### config.mk
export PLATFORM = sky130hd
export DESIGN_NAME = rational_arithmetic_unit
export DESIGN_NICKNAME = d
export VERILOG_FILES = /design/src/hdl/rau_pkg.sv /design/src/hdl/rau_divider.sv /design/src/hdl/rational_arithmetic_unit.sv
export VERILOG_INCLUDE_DIRS = /design/src /design/src/hdl
export SDC_FILE = /design/constraint.sdc
export NUM_CORES = 2
export LEC_CHECK = 0
export BUFFER_PORTS_ARGS = -buffer_cell sky130_fd_sc_hd__buf_2
export CAP_MARGIN = 0
export CORE_ASPECT_RATIO = 1.25
export CORE_MARGIN = 5
export CORE_UTILIZATION = 40
export CTS_BUF_LIST = sky130_fd_sc_hd__clkbuf_8
export CTS_CLUSTER_SIZE = 24
export DETAILED_ROUTE_END_ITERATION = 6
export GPL_TIMING_DRIVEN = 0
export MAX_ROUTING_LAYER = met4
export SLEW_MARGIN = 20
export SYNTH_ARGS = -nofsm -noshare
export SYNTH_HDL_FRONTEND = slang
export SYNTH_SLANG_ARGS = --single-unit
### constraint.sdc
create_clock -name clock -period 37.3 [get_ports clock]
set_clock_uncertainty 0.15 [all_clocks]
set_input_delay 3.73 -clock clock [delete_from_list [all_inputs] [get_ports clock]]
set_output_delay 3.73 -clock clock [all_outputs]
set_load 0.02 [all_outputs]
### src/hdl/rational_arithmetic_unit_defines.svh
// Assertion helpers for the rational arithmetic unit.
`ifndef RATIONAL_ARITHMETIC_UNIT_DEFINES_SVH
`define RATIONAL_ARITHMETIC_UNIT_DEFINES_SVH

// Implication checked on every clock edge outside reset.
`define RAU_ASSERT_IMP(label, clk, rst, ante, cons, msg) \
   label: assert property (@(posedge clk) disable iff (rst) (ante) |-> (cons)) \
      else $error(msg);

// Next-cycle implication checked outside reset.
`define RAU_ASSERT_NEXT(label, clk, rst, ante, cons, msg) \
   label: assert property (@(posedge clk) disable iff (rst) (ante) |=> (cons)) \
      else $error(msg);

`endif

### src/hdl/rau_pkg.sv
`timescale 1ns / 1ps
package rau_pkg;
   localparam int OperandWidthDefault = 32;
   localparam int ResWidth = 64;
   localparam int OpWidth  = 3;

   localparam logic [OpWidth-1:0] OP_ADD   = 3'd0;
   localparam logic [OpWidth-1:0] OP_SUB   = 3'd1;
   localparam logic [OpWidth-1:0] OP_MUL   = 3'd2;
   localparam logic [OpWidth-1:0] OP_DIV   = 3'd3;
   localparam logic [OpWidth-1:0] OP_RED   = 3'd4;
   localparam logic [OpWidth-1:0] OP_RECIP = 3'd5;

   // command to the shared divider
   typedef struct packed {
      logic                start;
      logic [ResWidth-1:0] dividend;
      logic [ResWidth-1:0] divisor;
   } div_cmd_type;

   typedef struct packed {
      logic                done;
      logic                busy;
      logic [ResWidth-1:0] quot;
      logic [ResWidth-1:0] rem;
   } div_sts_type;
endpackage

### src/hdl/rau_divider.sv
`timescale 1ns / 1ps
// Restoring divider, one quotient bit per cycle over OPERAND_WIDTH bits.
module rau_divider
   import rau_pkg::*;
#(
   parameter int OPERAND_WIDTH = OperandWidthDefault
) (
   input  logic        clock,
   input  logic        reset,
   input  div_cmd_type cmd,
   output div_sts_type sts
);
   localparam int W  = OPERAND_WIDTH;
   localparam int CW = $clog2(W + 1);

   logic [W-1:0]  quot_ff, quot_in;
   logic [W-1:0]  rem_ff,  rem_in;
   logic [W-1:0]  dvs_ff,  dvs_in;
   logic [CW-1:0] cnt_ff,  cnt_in;
   logic          busy_ff, busy_in;
   logic          done_ff, done_in;
   logic [W:0]    trial;
   logic [W:0]    diff;

   always_comb begin
      quot_in = quot_ff;
      rem_in  = rem_ff;
      dvs_in  = dvs_ff;
      cnt_in  = cnt_ff;
      busy_in = busy_ff;
      done_in = 1'b0;
      trial   = {rem_ff, quot_ff[W-1]};
      diff    = trial - {1'b0, dvs_ff};
      if (cmd.start) begin
         quot_in = cmd.dividend[W-1:0];
         rem_in  = '0;
         dvs_in  = cmd.divisor[W-1:0];
         cnt_in  = CW'(W);
         busy_in = 1'b1;
      end else if (busy_ff) begin
         if (!diff[W]) begin
            rem_in = diff[W-1:0];
            quot_in = {quot_ff[W-2:0], 1'b1};
         end else begin
            rem_in = trial[W-1:0];
            quot_in = {quot_ff[W-2:0], 1'b0};
         end
         cnt_in = cnt_ff - 1'b1;
         if (cnt_ff == CW'(1)) begin
            busy_in = 1'b0;
            done_in = 1'b1;
         end
      end
   end

   always_ff @(posedge clock) begin
      if (reset) begin
         busy_ff <= 1'b0;
         done_ff <= 1'b0;
         cnt_ff  <= '0;
      end else begin
         busy_ff <= busy_in;
         done_ff <= done_in;
         cnt_ff  <= cnt_in;
      end
      quot_ff <= quot_in;
      rem_ff  <= rem_in;
      dvs_ff  <= dvs_in;
   end

   assign sts.done = done_ff;
   assign sts.busy = busy_ff;
   assign sts.quot = ResWidth'(quot_ff);
   assign sts.rem  = ResWidth'(rem_ff);
endmodule

### src/hdl/rational_arithmetic_unit.sv
`timescale 1ns / 1ps
// Rational arithmetic unit: one item in flight at a time, shared multiplier and divider.
// Add/sub/mul: S_M0, S_M1, S_M2, S_ACC, S_OUT; divide adds S_M3 (one 32x32 product a cycle).
// Reduce: one divider pass per Euclid step (up to about 46 steps on 32-bit operands),
// two more passes to divide out the GCD; equal parts or zero denom go straight to S_OUT.
// Reciprocal and unused codes: straight to S_OUT. Next item accepted once the rsp beat is taken.
// Reset (synchronous, active high) idles the sequencer and drops rsp_valid.
module rational_arithmetic_unit
   import rau_pkg::*;
#(
   parameter int OPERAND_WIDTH = OperandWidthDefault
) (
   input  logic                       clock,
   input  logic                       reset,
   input  logic                       req_valid,
   output logic                       req_stall,
   input  logic [OpWidth-1:0]         req_operation,
   input  logic signed [31:0]         req_lhs_numer,
   input  logic signed [31:0]         req_lhs_denom,
   input  logic signed [31:0]         req_rhs_numer,
   input  logic signed [31:0]         req_rhs_denom,
   output logic                       rsp_valid,
   input  logic                       rsp_stall,
   output logic signed [ResWidth-1:0] rsp_res_numer,
   output logic signed [ResWidth-1:0] rsp_res_denom,
   output logic                       rsp_zero_denominator
);
`include "rational_arithmetic_unit_defines.svh"
   localparam int W = OPERAND_WIDTH;

   localparam logic [3:0] S_IDLE = 4'd0;
   localparam logic [3:0] S_M0   = 4'd1;
   localparam logic [3:0] S_M1   = 4'd2;
   localparam logic [3:0] S_M2   = 4'd3;
   localparam logic [3:0] S_M3   = 4'd4;
   localparam logic [3:0] S_ACC  = 4'd5;
   localparam logic [3:0] S_GCD  = 4'd6;
   localparam logic [3:0] S_GW   = 4'd7;
   localparam logic [3:0] S_DN   = 4'd8;
   localparam logic [3:0] S_DNW  = 4'd9;
   localparam logic [3:0] S_DD   = 4'd10;
   localparam logic [3:0] S_DDW  = 4'd11;
   localparam logic [3:0] S_OUT  = 4'd12;

   logic [3:0]          state_ff, state_in;
   logic [OpWidth-1:0]  op_ff, op_in;
   logic [63:0]         a_ff, a_in, b_ff, b_in, c_ff, c_in, d_ff, d_in;
   logic [63:0]         p_ff, p_in, acc_ff, acc_in;
   logic [63:0]         rn_ff, rn_in, rd_ff, rd_in;
   logic [W-1:0]        gx_ff, gx_in, gy_ff, gy_in;
   logic signed [31:0]  mul_x, mul_y;
   logic signed [63:0]  mul_p;
   logic                accept;
   div_cmd_type         dcmd;
   div_sts_type         dsts;

   function automatic logic [63:0] sext(input logic [31:0] v);
      logic [63:0] r;
      r = {{(64-W){v[W-1]}}, v[W-1:0]};
      return r;
   endfunction

   function automatic logic [W-1:0] mag(input logic [63:0] v);
      logic [63:0] m;
      m = v[63] ? (64'd0 - v) : v;
      return m[W-1:0];
   endfunction

   rau_divider #(.OPERAND_WIDTH(W)) u_div (
      .clock(clock), .reset(reset), .cmd(dcmd), .sts(dsts)
   );

   assign accept    = req_valid && !req_stall;
   assign req_stall = (state_ff != S_IDLE) || rsp_valid;
   // 32x32 signed product; operands are sign-extended so the low word carries them
   assign mul_p = mul_x * mul_y;

   always_comb begin
      mul_x = a_ff[31:0];
      mul_y = d_ff[31:0];
      unique case (state_ff)
         S_M1: begin mul_x = c_ff[31:0]; mul_y = b_ff[31:0]; end
         S_M2: begin mul_x = b_ff[31:0]; mul_y = d_ff[31:0]; end
         S_M3: begin mul_x = b_ff[31:0]; mul_y = c_ff[31:0]; end
         default: begin
            mul_x = a_ff[31:0];
            mul_y = (op_ff == OP_MUL) ? c_ff[31:0] : d_ff[31:0];
         end
      endcase
   end

   always_comb begin
      state_in = state_ff;
      op_in = op_ff; a_in = a_ff; b_in = b_ff; c_in = c_ff; d_in = d_ff;
      p_in = p_ff; acc_in = acc_ff; rn_in = rn_ff; rd_in = rd_ff;
      gx_in = gx_ff; gy_in = gy_ff;
      dcmd = '0;
      unique case (state_ff)
         S_IDLE: if (accept) begin
            op_in = req_operation;
            a_in = sext(req_lhs_numer); b_in = sext(req_lhs_denom);
            c_in = sext(req_rhs_numer); d_in = sext(req_rhs_denom);
            unique case (req_operation) inside
               OP_ADD, OP_SUB, OP_MUL, OP_DIV: state_in = S_M0;
               OP_RED:   state_in = S_GCD;
               default:  state_in = S_OUT;
            endcase
            gx_in = mag(sext(req_lhs_numer));
            gy_in = mag(sext(req_lhs_denom));
         end
         S_M0: begin p_in = mul_p; state_in = S_M1; end
         S_M1: begin
            acc_in = (op_ff == OP_SUB) ? (p_ff - mul_p) : (p_ff + mul_p);
            state_in = S_M2;
         end
         // mul and div keep the first product as numerator
         S_M2: begin
            acc_in = (op_ff == OP_MUL || op_ff == OP_DIV) ? p_ff : acc_ff;
            p_in = mul_p;
            state_in = (op_ff == OP_DIV) ? S_M3 : S_ACC;
         end
         S_M3: begin p_in = mul_p; state_in = S_ACC; end
         S_ACC: begin
            rn_in = acc_ff;
            rd_in = p_ff; state_in = S_OUT;
         end
         S_GCD: begin
            if (a_ff == b_ff || b_ff == 64'd0) state_in = S_OUT;
            else if (gy_ff == '0) state_in = S_DN;
            else begin
               dcmd.start = 1'b1;
               dcmd.dividend = 64'(gx_ff); dcmd.divisor = 64'(gy_ff);
               state_in = S_GW;
            end
         end
         S_GW: if (dsts.done) begin
            gx_in = gy_ff; gy_in = dsts.rem[W-1:0]; state_in = S_GCD;
         end
         S_DN: begin
            dcmd.start = 1'b1;
            dcmd.dividend = 64'(mag(a_ff)); dcmd.divisor = 64'(gx_ff);
            state_in = S_DNW;
         end
         S_DNW: if (dsts.done) begin
            rn_in = a_ff[63] ? (64'd0 - dsts.quot) : dsts.quot; state_in = S_DD;
         end
         S_DD: begin
            dcmd.start = 1'b1;
            dcmd.dividend = 64'(mag(b_ff)); dcmd.divisor = 64'(gx_ff);
            state_in = S_DDW;
         end
         S_DDW: if (dsts.done) begin
            rd_in = b_ff[63] ? (64'd0 - dsts.quot) : dsts.quot; state_in = S_OUT;
         end
         S_OUT: state_in = S_IDLE;
         default: state_in = S_IDLE;
      endcase
   end

   logic rsp_valid_ff, rsp_valid_in;
   logic [63:0] on_ff, on_in, od_ff, od_in;

   always_comb begin
      rsp_valid_in = rsp_valid_ff && rsp_stall;
      on_in = on_ff; od_in = od_ff;
      if (state_ff == S_OUT) begin
         rsp_valid_in = 1'b1;
         unique case (op_ff) inside
            OP_ADD, OP_SUB, OP_MUL, OP_DIV: begin on_in = rn_ff; od_in = rd_ff; end
            OP_RED: begin
               if (a_ff == b_ff) begin on_in = 64'd1; od_in = 64'd1; end
               else if (b_ff == 64'd0) begin on_in = a_ff; od_in = b_ff; end
               else begin on_in = rn_ff; od_in = rd_ff; end
            end
            OP_RECIP: begin on_in = b_ff; od_in = a_ff; end
            default: begin on_in = '0; od_in = '0; end
         endcase
      end
   end

   always_ff @(posedge clock) begin
      if (reset) begin
         state_ff <= S_IDLE;
         rsp_valid_ff <= 1'b0;
      end else begin
         state_ff <= state_in;
         rsp_valid_ff <= rsp_valid_in;
      end
      op_ff <= op_in; a_ff <= a_in; b_ff <= b_in; c_ff <= c_in; d_ff <= d_in;
      p_ff <= p_in; acc_ff <= acc_in; rn_ff <= rn_in; rd_ff <= rd_in;
      gx_ff <= gx_in; gy_ff <= gy_in; on_ff <= on_in; od_ff <= od_in;
   end

   assign rsp_valid = rsp_valid_ff;
   assign rsp_res_numer = on_ff;
   assign rsp_res_denom = od_ff;
   assign rsp_zero_denominator = (od_ff == 64'd0);

   `RAU_ASSERT_IMP(a_busy_stall, clock, reset, state_ff != S_IDLE, req_stall,
      "request accepted while busy")
   `RAU_ASSERT_NEXT(a_out_valid, clock, reset, state_ff == S_OUT, rsp_valid,
      "result not presented")
   `RAU_ASSERT_IMP(a_div_idle, clock, reset, dcmd.start, !dsts.busy,
      "divider restarted while busy")
endmodule
Word-level counts from Yosys, hierarchy flattened
Index checks and enable logic that the tools add are counted.
{"block": "op_classes", "n_reduce_logical": 30, "bitwise_logic": 1, "mul": 1, "n_addsub": 9, "n_mux": 51, "n_eq_ne": 28}
{"cell": "$mux 64", "count": 10}
{"cell": "$pmux 129 s3", "count": 1}
{"cell": "$mux 32", "count": 12}
{"cell": "$pmux 64 s2", "count": 3}
{"cell": "$pmux 64 s3", "count": 2}
{"cell": "$mux 129", "count": 2}
{"cell": "$pmux 32 s2", "count": 3}
{"cell": "$logic_not 64->1", "count": 2}
{"cell": "$sub 1x32->32 const A", "count": 4}
{"cell": "$pmux 32 s3", "count": 1}
{"cell": "$add 64x64->64", "count": 1}
{"cell": "$eq 64x64->1", "count": 1}
{"cell": "$mul 32x32->64", "count": 1}
{"cell": "$sub 64x64->64", "count": 1}
{"cell": "$pmux 4 s12", "count": 1}
{"cell": "$sub 1x32->33 const A", "count": 1}
{"cell": "$sub 33x32->33", "count": 1}
{"cell": "$logic_not 32->1", "count": 1}
{"cell": "$mux 4", "count": 6}
{"cell": "$eq 4x4->1 const B", "count": 5}
{"cell": "$eq 4x3->1 const B", "count": 4}
{"cell": "$eq 3x2->1 const B", "count": 4}
{"cell": "$mux 6", "count": 2}
{"cell": "$reduce_bool 2->1", "count": 5}
{"cell": "other kinds (23)", "count": 46}
{"block": "word_totals", "out_inout_bits": 131, "reg_bits": 688, "inputBits": 135, "word_cells": 142}

Longest topological paths before layout
{"block": "depth", "depth_word": 7, "ltp_mapped": 57, "mapped_depth_nobuf": 51}

By module
A second synthesis with hierarchy kept.
{"block": "unflattened", "cells_unflattened": 8219, "hier_area_um2": 76850.0}
{"module": "rational_arithmetic_unit", "area_per_inst_um2": 70442.6, "cells_per_inst": 7564, "n_inst": 1, "seq_area_each_um2": 17486.8}
{"module": "rau_divider", "area_per_inst_um2": 6407.4, "cells_per_inst": 655, "n_inst": 1, "seq_area_each_um2": 2722.6}

Worst setup path before layout
OpenSTA, ideal clock, no wires.
{"block": "synth_timing", "kind": "register to register", "startpoint": "register state_ff[0]", "endpoint": "register acc_ff[55] (data pin)", "setup_slack_ns": 23.447, "period_less_slack_ns": 13.853, "path_buffers": 8, "setup_time_ns": 0.270, "t_arrival_ns": 13.433, "t_required_ns": 36.880, "path_stages_with_launch": 51, "path_cell_list": "dfxtp_1 > clkbuf_1 > nand2_1 > or2_2 > a21oi_1 > clkbuf_1 > nor2_1 > clkbuf_1 > and2_1 > a221oi_1 > clkbuf_1 > nor2_1 > fa_1 > fa_1 > fa_1 > inv_1 > fa_1 > inv_1 > [... 15 more ...] > or4_1 > clkbuf_1 > o31ai_1 > xor2_1 > ha_1 > clkbuf_1 > a21o_1 > a2111oi_0 > o21ai_0 > a221oi_1 > o31ai_1 > a41oi_1 > a211oi_1 > or3b_2 > a21oi_1 > o21ai_0 > xnor2_1 > a21oi_1"}
{"block": "synth_via", "elab_chain_len": 7, "elab_cells_between_ends": 11, "classes_between": "add/sub: 2; mul: 1; eq/ne: 3; mux: 4; reduce/logical: 1"}
{"element": "start, declared", "line": "rational_arithmetic_unit.sv:45", "source": "logic [3:0] state_ff, state_in;"}
{"element": "start signal, assigned", "line": "rational_arithmetic_unit.sv:186", "source": "state_ff <= state_in;"}
{"element": "$eq 4x3->1 / $eq 4x2->1 (equally long branches)", "line": "rational_arithmetic_unit.sv:81, rational_arithmetic_unit.sv:98"}
{"element": "$reduce_or 2->1 (no source line)"}
{"element": "$pmux 32 s2", "line": "rational_arithmetic_unit.sv:81", "source": "unique case (state_ff)"}
{"element": "$mul 32x32->64", "line": "rational_arithmetic_unit.sv:76", "source": "assign mul_p = mul_x * mul_y;"}
{"element": "$add 64x64->64 / $sub 64x64->64 (equally long branches)", "line": "rational_arithmetic_unit.sv:113", "source": "acc_in = (op_ff == OP_SUB) ? (p_ff - mul_p) : (p_ff + mul_p);"}
{"element": "$mux 64", "line": "rational_arithmetic_unit.sv:113"}
{"element": "$pmux 64 s2 *", "line": "rational_arithmetic_unit.sv:98", "source": "unique case (state_ff)"}
{"element": "net acc_in[55]", "line": "rational_arithmetic_unit.sv:48", "source": "logic [63:0] p_ff, p_in, acc_ff, acc_in;"}
{"element": "end signal, assigned", "line": "rational_arithmetic_unit.sv:190", "source": "p_ff <= p_in; acc_ff <= acc_in; rn_ff <= rn_in; rd_ff <= rd_in;"}
{"element": "end, declared", "line": "rational_arithmetic_unit.sv:48"}
Mark *: on every way through the listed nets, which the timed path passes. The rest lies on a longest branch.
A chain may end at the register's enable or synchronous reset.

Worst setup path in the final report
{"block": "layout_timing", "startpoint": "register state_ff[0]", "endpoint": "register acc_ff[63] (data pin)"}
Same word-level chain as after synthesis.

==> metrics.md <==
| Metric | Value |
|---|---|
| Status | finished, final reports clean |
| Max Fclk | 0.0524 GHz |
| Yosys synthesis warning count | 0 |
| Area occupied by multi-input gates | slightly below 50,000 um^2 |
| Initial antenna violation count | 27 |
| Clk sinks | about 700 |
| Element type at the critical path start | flip-flop |
| Via-to-Cell Ratio | 5.77 |
| Cell area after synthesis | between 70,000 and 80,000 um^2 |
| Arrival time at the worst endpoint | just under 20 ns |
| Nature of the critical path endpoint | flip-flop |
| Final Hold Viols | 0 |
| Pin count of the biggest net entering global routing | 100 |
| Top Family by Delay on Critical Path | adder cells |
| Number of hold-repair buffers added at the cts stage | 0 |
| Flip-flop and latch count after synthesis | between 600 and 700 |
| Number of global-route vias before repair | 63,757 |
| Count leader, synth | nand2_1 |
| Share of final-layout standard cells stronger than drive strength 1 | 0.0757 |
| Cts bufs inserted | around 110 |
| Standard-cell rows | between 150 and 200 |
| Die Outline Area | around 200,000 um^2 |
| Post-route clock period utilization | 0.512 |
| Number of buffer and inverter stages on the critical path | 10 |
| Crit path kind | flip-flop to flip-flop |
| First-pass iteration count of the detailed router | 6 |
| Total wire length | roughly 340,000 um |
| Die Wd | between 300 and 400 um |
| Number of design-rule violations left by the first detailed-router iteration | approximately 6,400 |
| Leading post-synthesis cells by instance count | nand2_1, inv_1, fa_1 |
| Summed negative setup slack over all endpoints | 0 ns |
| Fin crit period | between 15 and 20 ns |
| Fraction of the yosys area taken by sequential cells | 0.271 |
| Syn Area/Cell | 9.51 um^2 |
| Final weighted congestion in routability-driven placement | 1.13 |
| Worst path most repeated cell | fa_1 |
| Synth cell types | 94 |
| Share of async-settable or async-resettable flops after synthesis | 0 |
| Worst slew slack as a fraction of its limit | 0.108 |
| Number of filler cells placed in the layout | between 15,000 and 20,000 |
| Cells resized by post-CTS repair | 0 |
| CTS Root Cell | clkbuf_8 |
| H-tree Lvls | 3 |
| Leading area contributor after synthesis | fa_1 |
| Starting Density | 0.402 |
| Worst-Margin Slew | about 1.3 ns |
| HPWL after DPL | about 280,000 um |
| Nets | 9,798 |
| Placed instance count | ~11,000 |
| Cell types with the largest area share after synthesis | fa_1, edfxtp_1, nand2_1, inv_1, ha_1 |
| Path type of the worst min-delay path | flip-flop to flip-flop |
| Core box area | ~190,000 um^2 |
| CP max stage cell | clkbuf_1 |
| Required arrival time at the worst endpoint | 37.73 ns |
| Biggest fanout along the worst timing path | 10 |
| Number of cells in the finished layout apart from fillers | approximately 11,000 |
| DRC | 0 |
| Top-level I/O count | between 200 and 300 |
| Prevailing post-synth register cell | edfxtp_1 |
| Area growth syn-to-layout | 11.1% |
| Final-report setup violation count | 0 |
| Post-route core utilization | 0.446 |
| Longest Clk Path Bufs | 3 |
| Global route overflow | 0 |
| Vias after detailed routing | 62,414 |
| CTS tree | done |
| Sequential cell area in the final layout | a little over 20,000 um^2 |
| Max Cap Viol | 0 |
| RSZ-0062 raised after global routing | false |
| Number of buffers inserted by post-CTS setup repair | 0 |
| Wire length per cell after detailed routing | ~31 um |
| DRT antenna net count | 0 |
| EDFF count, synth | 643 |
| Clock Latency Late Sink | between 0.8 and 0.9 ns |
| Hold Worst Slack | roughly 0.34 ns |
| Port buffer count | around 260 |
| Die Y | around 490 um |
| Number of pins with negative max-slew slack in the final report | 0 |
| Largest stage delay on the critical path | slightly below 0.9 ns |
| Clock input transition at the sequential cells of the worst setup and hold paths | ~0.07 ns |
| Area share of the leading cell type in the synthesized netlist | 0.291 |
| Mapped Nets | roughly 9,400 |
| Overall Global Routing Usage | 0.351 |
| Synthesized instance count | a little under 8,000 |
| Global-route wire length before repair | between 400,000 and 500,000 um |
==> worst paths after layout <==
kind / startpoint / endpoint / slack (ns) / cells after the start
worst max-delay path: state_ff[0] / acc_ff[63] / 18.21 / 47
worst min-delay path: rn_ff[1] / rsp_res_numer[1] / 0.34 / 2
worst max register to register: state_ff[0] / acc_ff[63] / 18.21 / 47
worst min register to register: rn_ff[1] / rsp_res_numer[1] / 0.34 / 2
==> tightest hold or removal path, cell delays in order, from the launching register on <==
cell and delay (ns):
edfxtp_1 0.32, nand2_1 0.04, nand2_1 0.06
==> layout by cell type, fill, tap and decap left out, types with 46 or more instances in the layout <==
master and n:
ha_1 287, and2_1 73, clkbuf_1 382, o31ai_1 65
edfxtp_1 643, a22o_1 61, nor2_1 750, inv_1 1130
nor3_1 72, o21ai_0 282, fa_1 1083, buf_2 274
or3_1 56, nand3_1 46, a211oi_1 51, nor4_1 51
a21oi_1 269, nand2_1 1218, xnor2_1 144, clkbuf_2 49
a21o_1 154, xor2_1 259, clkbuf_8 115, a22oi_1 65
==> layer usage <==
layer | part of all wire | vias to the layer above | GRT usage | wire length, um
met3 | 0.094 | 1073 | 0.0840 | 31700
met2 | 0.46 | 3388 | 0.549 | 154000
met1 | 0.36 | 31417 | 0.400 | 122000
met5 | 0 | - | - | 0
met4 | 0.090 | 0 | 0.241 | 30200
li1 | - | 26536 | - | -
==> final cells by class <==
cell class                      count  share of cell area
Multi-Input combinational cell   5590               0.591
Sequential cell                   688               0.244
Inverter                         1109              0.0503
Tap cell                         2416              0.0365
Timing Repair Buffer              328              0.0257
Buffer                            461              0.0217
Clock buffer                      115              0.0191
Clock inverter                     95              0.0111
Antenna cell                       19            0.000574
==> logic make-up after synthesis <==
| group | share of synthesized area |
|---|---|
| compound gates | 0.113 |
| xor+xnor | 0.0474 |
| fa+ha+maj | 0.339 |
| buf+inv | 0.0791 |
| flops | 0.271 |
| mux | 0.00553 |
| simple gates | 0.145 |
==> registers in the layout, indices dropped and copies added, names as in the netlist, 3 cells and up <==
signal	count
acc_ff	64
p_ff	64
rd_ff	64
rn_ff	64
rsp_res_denom	64
rsp_res_numer	64
a_ff	32
b_ff	32
c_ff	32
d_ff	32
gx_ff	32
gy_ff	32
u_div.dvs_ff	32
u_div.quot_ff	32
u_div.rem_ff	32
u_div.cnt_ff	6
state_ff	4
op_ff	3
==> stage by stage <==
stage               area [um^2]  setup slack [ns]
finish                    82900             18.21
global route              82800             17.86
CTS                       82800             18.56
detailed placement        80300             18.59
global placement          79000             16.75
floorplan                 74600             23.45
Power is not shown: default switching activity piles up to over one toggle a cycle in this logic, so the estimate is an artifact.
